[src/rtl/core/mspg_pkg.sv]
`timescale 1ns / 1ps
// Shared constants, types and helpers of the step pulse generator.
// No dependencies.
package mspg_pkg;

  localparam int QUEUE_DEPTH_DEF = 8;
  localparam int AXES            = 4;   // axes that count for length and pulses
  localparam int AXES_IN         = 4;   // axis fields carried per segment
  localparam int SPEED_FRAC_BITS = 12;
  localparam int JF_BITS         = 12;

  localparam int CMD_W   = 2;
  localparam int DELTA_W = 16;
  localparam int SPD_W   = 20;
  localparam int JF_W    = 16;
  localparam int CFG_W   = 27;
  localparam int TB_W    = 27;
  localparam int PER_W   = 27;
  localparam int QC_W    = 4;
  localparam int REG_W   = 16;
  localparam int V_W     = SPD_W + SPEED_FRAC_BITS;
  localparam int PF_W    = SPEED_FRAC_BITS + 1;
  localparam int SQ_IN_W = V_W - SPEED_FRAC_BITS + 4;
  localparam int SQ_W    = 2 * SQ_IN_W;
  localparam int DIV_NW  = TB_W + 2 * SPEED_FRAC_BITS;
  localparam int DIV_DW  = V_W;
  localparam int BRK_W   = 43;
  localparam int SEG_W   = AXES_IN * DELTA_W + 2 * SPD_W + JF_W;

  localparam logic [CMD_W-1:0] CMD_LOAD = 2'd0;
  localparam logic [CMD_W-1:0] CMD_STEP = 2'd1;
  localparam logic [CMD_W-1:0] CMD_STOP = 2'd2;

  localparam logic [1:0] REG_ACCEL     = 2'd0;
  localparam logic [1:0] REG_MIN_SPEED = 2'd1;
  localparam logic [1:0] REG_MAX_INC   = 2'd2;
  localparam logic [1:0] REG_TICK_BASE = 2'd3;

  localparam logic [REG_W-1:0] ACCEL_RST     = 16'd1;
  localparam logic [REG_W-1:0] MIN_SPEED_RST = 16'd2;
  localparam logic [REG_W-1:0] MAX_INC_RST   = 16'd500;
  localparam logic [TB_W-1:0]  TICK_BASE_RST = 27'(10 * 1000 * 1000);

  localparam logic [PER_W-1:0] PERIOD_MAX = '1;
  localparam logic signed [BRK_W-1:0] STOP_MARGIN = 43'sd4;

  typedef struct packed {
    logic latch;
    logic simple;
    logic rd_head;
    logic sq;
    logic brk_start;
    logic brk_take;
    logic aov_start;
    logic upd;
    logic per_start;
    logic fin;
    logic jmul;
    logic jsat;
    logic out_load;
  } dp_cmd_t;

  typedef struct packed {
    logic is_step;
    logic div_done;
    logic need_aov;
    logic v_zero;
    logic jct;
    logic out_free;
  } dp_sts_t;

  function automatic logic [DELTA_W-1:0] mag(input logic [DELTA_W-1:0] d);
    return d[DELTA_W-1] ? (~d + 16'd1) : d;
  endfunction

  function automatic logic [DELTA_W-1:0] seg_len(input logic [AXES_IN*DELTA_W-1:0] dl);
    logic [DELTA_W-1:0] m;
    logic [DELTA_W-1:0] a;
    m = '0;
    for (int k = 0; k < AXES; k++) begin
      a = mag(dl[DELTA_W*k +: DELTA_W]);
      if (a > m) m = a;
    end
    return m;
  endfunction

endpackage

[src/rtl/core/mspg_ctrl.sv]
`timescale 1ns / 1ps
// Sequencer of the step pulse generator: walks one command through the datapath.
// Depends on mspg_pkg.
module mspg_ctrl (
  input  logic              clk,
  input  logic              rst_n,
  input  logic              in_valid,
  output logic              in_ready,
  input  mspg_pkg::dp_sts_t sts,
  output mspg_pkg::dp_cmd_t cmd
);
  localparam logic [3:0] S_IDLE = 4'd0;
  localparam logic [3:0] S_DISP = 4'd1;
  localparam logic [3:0] S_SQ   = 4'd2;
  localparam logic [3:0] S_BRK  = 4'd3;
  localparam logic [3:0] S_BRKW = 4'd4;
  localparam logic [3:0] S_AOV  = 4'd5;
  localparam logic [3:0] S_AOVW = 4'd6;
  localparam logic [3:0] S_UPD  = 4'd7;
  localparam logic [3:0] S_PER  = 4'd8;
  localparam logic [3:0] S_PERW = 4'd9;
  localparam logic [3:0] S_FIN  = 4'd10;
  localparam logic [3:0] S_JRD  = 4'd11;
  localparam logic [3:0] S_JMUL = 4'd12;
  localparam logic [3:0] S_JSAT = 4'd13;
  localparam logic [3:0] S_OUT  = 4'd14;

  logic [3:0] state_r;
  logic [3:0] state_nxt;

  always_comb begin
    state_nxt = state_r;
    cmd       = '0;
    in_ready  = 1'b0;
    unique case (state_r)
      S_IDLE: begin
        in_ready = 1'b1;
        if (in_valid) begin
          cmd.latch = 1'b1;
          state_nxt = S_DISP;
        end
      end
      S_DISP: begin
        if (sts.is_step) begin
          cmd.rd_head = 1'b1;
          state_nxt   = S_SQ;
        end else begin
          cmd.simple = 1'b1;
          state_nxt  = S_OUT;
        end
      end
      S_SQ: begin
        cmd.sq    = 1'b1;
        state_nxt = S_BRK;
      end
      S_BRK: begin
        cmd.brk_start = 1'b1;
        state_nxt     = S_BRKW;
      end
      S_BRKW: begin
        if (sts.div_done) begin
          cmd.brk_take = 1'b1;
          state_nxt    = S_AOV;
        end
      end
      S_AOV: begin
        if (sts.need_aov && !sts.v_zero) begin
          cmd.aov_start = 1'b1;
          state_nxt     = S_AOVW;
        end else begin
          state_nxt = S_UPD;
        end
      end
      S_AOVW: if (sts.div_done) state_nxt = S_UPD;
      S_UPD: begin
        cmd.upd   = 1'b1;
        state_nxt = S_PER;
      end
      S_PER: begin
        if (!sts.v_zero) begin
          cmd.per_start = 1'b1;
          state_nxt     = S_PERW;
        end else begin
          state_nxt = S_FIN;
        end
      end
      S_PERW: if (sts.div_done) state_nxt = S_FIN;
      S_FIN: begin
        cmd.fin   = 1'b1;
        state_nxt = sts.jct ? S_JRD : S_OUT;
      end
      S_JRD: begin
        cmd.rd_head = 1'b1;
        state_nxt   = S_JMUL;
      end
      S_JMUL: begin
        cmd.jmul  = 1'b1;
        state_nxt = S_JSAT;
      end
      S_JSAT: begin
        cmd.jsat  = 1'b1;
        state_nxt = S_OUT;
      end
      S_OUT: begin
        if (sts.out_free) begin
          cmd.out_load = 1'b1;
          state_nxt    = S_IDLE;
        end
      end
      default: state_nxt = S_IDLE;
    endcase
  end

  always_ff @(posedge clk) begin
    if (!rst_n) state_r <= S_IDLE;
    else        state_r <= state_nxt;
  end
endmodule

[config.mk]
export PLATFORM = sky130hd
export DESIGN_NAME = mspg_ctrl
export DESIGN_NICKNAME = d
export VERILOG_FILES = /design/src/rtl/core/mspg_pkg.sv /design/src/rtl/core/mspg_ctrl.sv
export SDC_FILE = /design/constraint.sdc
export NUM_CORES = 1
export LEC_CHECK = 0
export ABC_AREA = 1
export BUFFER_PORTS_ARGS = -buffer_cell sky130_fd_sc_hd__buf_2
export CAP_MARGIN = 20
export CORE_MARGIN = 10
export CORE_UTILIZATION = 30
export CTS_BUF_LIST = sky130_fd_sc_hd__clkbuf_16
export DETAILED_ROUTE_END_ITERATION = 16
export GPL_ROUTABILITY_DRIVEN = 0
export GPL_TIMING_DRIVEN = 0
export PLACE_DENSITY_LB_ADDON = 0.25
export SYNTH_ARGS = -nofsm -noshare
export SYNTH_HDL_FRONTEND = slang
export SYNTH_SLANG_ARGS = --single-unit
[constraint.sdc]
create_clock -name clk -period 4.11 [get_ports clk]
set_clock_uncertainty 0.15 [all_clocks]
set_input_delay 0.2055 -clock clk [delete_from_list [all_inputs] [get_ports clk]]
set_output_delay 0.2055 -clock clk [all_outputs]
set_load 0.02 [all_outputs]
==> key figures <==
Route
  – Via count: 616
  – Drt first pass iters: 4
  – Post-route DRC: 0
  – Antenna Nets Post-Route: 0
  – Vias per cell: 4.70
  – Total Routed Length: 1.56 mm
  – Initial DRC count: 17
  – Average wire per standard cell: 11.9 um

Critical path
  – Setup CP Type: flop to output port
  – Req. time, crit path: 3.75 ns
  – Worst setup SP type: flop
  – Crit path arrival time: 1.43 ns
  – Reg2Reg Depth: 8
  – Kind of end point of the critical path: output port
  – Critical path fanouts, max: 6
  – Reg-to-reg startpoint: state_r[2]
  – End of the worst register-to-register path: state_r[1]
  – Flop2flop setup slack: 2.64 ns
  – CP startpoint: state_r[2]

Outcome
  – Status: complete, no violations

Clocking
  – Hold-fix buffers, CTS: 0
  – CTS tree: done
  – Setup Fix Bufs, Post-CTS: 0
  – CTS Buf Count: 3
  – Worst-path clk slew: 0.03 ns
  – Root Driver: clkbuf_16
  – Max Buffers Root-to-Sink: 2
  – Clock Latency Late Sink: 0.22 ns
  – CTS resizes: 0
  – Clock sink count: 4
  – CTS H-tree lvls: 1

Synthesis
  – Mapped cell area: 470 um2
  – Mapped Nets: 99
  – Post-Syn Area per Cell: 5.23 um2
  – Register area share after synthesis: 17.0%
  – Yosys cell types: 17
  – Cell count after synthesis: 90
  – Synth warnings: 0
  – FF+latch count, synth: 4

STA
  – RSZ-0062 raised after global routing: no
  – Setup Viol. Count Final: 0
  – Achievable Freq: 559 MHz
  – Fin crit period: 1.79 ns
  – Final Hold Viols: 0
  – Max Slew Vio Count: 0
  – Final Cycle Share: 43.5%
  – Worst Tran Pin Value: 0.280 ns
  – Max-slew headroom: 81.3%
  – Setup TNS: 0 ns

Cells and area
  – Top flop regs: state_r x4
  – Area delta synth->final: 43.6%
  – Share of cells above drive strength 1: 33.0%
  – Register name with the most flops: state_r
  – Max reg flops: 4
  – Fillcell total: 175
  – Final #Nets: 126
  – Diodes inserted: 0

Floorplanning
  – Die Ht: 59.6 um
  – I/O Pins: 23
  – Core ar.: 0.00149 mm2
  – Die X: 59.6 um
  – Num rows: 14
  – Full die area: 0.00355 mm2
  – Starting density of the core: 31.6%

Power and ir drop
  – Power per Cell Area: 731 mW/mm2
  – Power consumption: 0.494 mW
  – Worst vdd ir: 0.351 mV
  – Leak: 0.396 nW

Placed design
  – HPWL Detailed: 1.29 mm
  – I/O Buffers: 22

Global routing
  – Global-route wire length before repair: 2.50 mm
  – Remaining global-route overflow: 0
  – Gr usage total: 8.80%
  – Number of global-route vias before repair: 590
  – Largest net degree at the start of global routing: 9
  – Antenna violations before repair: 0

Worst hold path
  – Hold_sp: rst_n
  – HP Class: primary input to flop
  – Hold Path Depth: 3
  – Worst hold endpoint: state_r[3]

Run
  – Max Cap Viol: 0
-- per-layer routing --
metal,GRT usage [%],routed length (um)
met5,0,0
met4,0.962,0
met3,4.51,127
met2,14.9,752
met1,9.92,675
-- report_power, final --
| part | internal, mW | switching (mW) |
|---|---|---|
| registers | 0.0533 | 0.0211 |
| clock network | 0.124 | 0.0265 |
| logic | 0.0864 | 0.182 |
-- area by class of cell --
class / count / area [um2] / area share [%]
sequential: 4 / 80.1 / 11.9
timing repair buffer: 22 / 110 / 16.3
tap: 16 / 20.0 / 2.96
inverter: 18 / 67.6 / 10.0
multi-input combinational: 67 / 315 / 46.7
buffer: 1 / 7.51 / 1.11
clock buffer: 3 / 75.1 / 11.1
-- cell usage after synthesis (all sizes together) --
cell | instances | area [um2]
nor3 | 5 | 25.0
o32ai | 1 | 8.76
dfxtp | 4 | 80.1
inv | 17 | 63.8
nand4 | 1 | 6.26
nand2 | 28 | 120
nor2 | 17 | 68.8
clkinv | 1 | 3.75
a21oi | 5 | 32.5
o21ai | 2 | 13.8
nand3 | 8 | 40.0
buf | 1 | 7.51
-- cells by family after synthesis --
family | share of synthesized area [%]
flip-flops | 17.0
buffers and inverters | 16.0
AND/OR/NAND/NOR | 55.3
AO/OA/AOI/OAI | 11.7
-- placed cells by master, fill, tap and decap left out, drive strengths merged --
cell and instances:
nor3 5, clkinv 1, nand3 8, nand4 1
nand2 28, o32ai 1, o21ai 2, clkbuf 3
a21oi 5, dfxtp 4, inv 17, nor2 17
buf 23
-- per-stage QoR --
| step | instance area, um2 | hold slack, ns | util, % | setup WS (ns) | std cells |
|---|---|---|---|---|---|
| after floorplan | 470 | 0.194 | - | 2.55 | 90 |
| after global placement | 601 | 0.322 | 40.3 | 2.58 | 128 |
| after detailed placement | 601 | 0.320 | 40.3 | 2.57 | 128 |
| after CTS | 676 | 0.103 | 45.4 | 2.34 | 131 |
| after global routing | 676 | 0.137 | 45.4 | 2.21 | 131 |
| final | 676 | 0.100 | 45.4 | 2.32 | 131 |
-- worst max-delay path, stage by stage (launching register included) --
cell and delay, ns:
dfxtp_1 0.44, inv_2 0.09, nor2_2 0.21, inv_1 0.12, nor3_1 0.16, buf_2 0.20
-- worst max path at each step --
stage	end	slack [ns]	cells after the start
2_1_floorplan	cmd[10]	2.55	4
3_3_place_gp	cmd[7]	2.58	5
3_5_place_dp	cmd[7]	2.57	5
4_1_cts	cmd[7]	2.34	5
5_1_grt	cmd[5]	2.21	5
6_report	cmd[6]	2.32	5
Note: power is estimated with default switching activity, not from simulation.
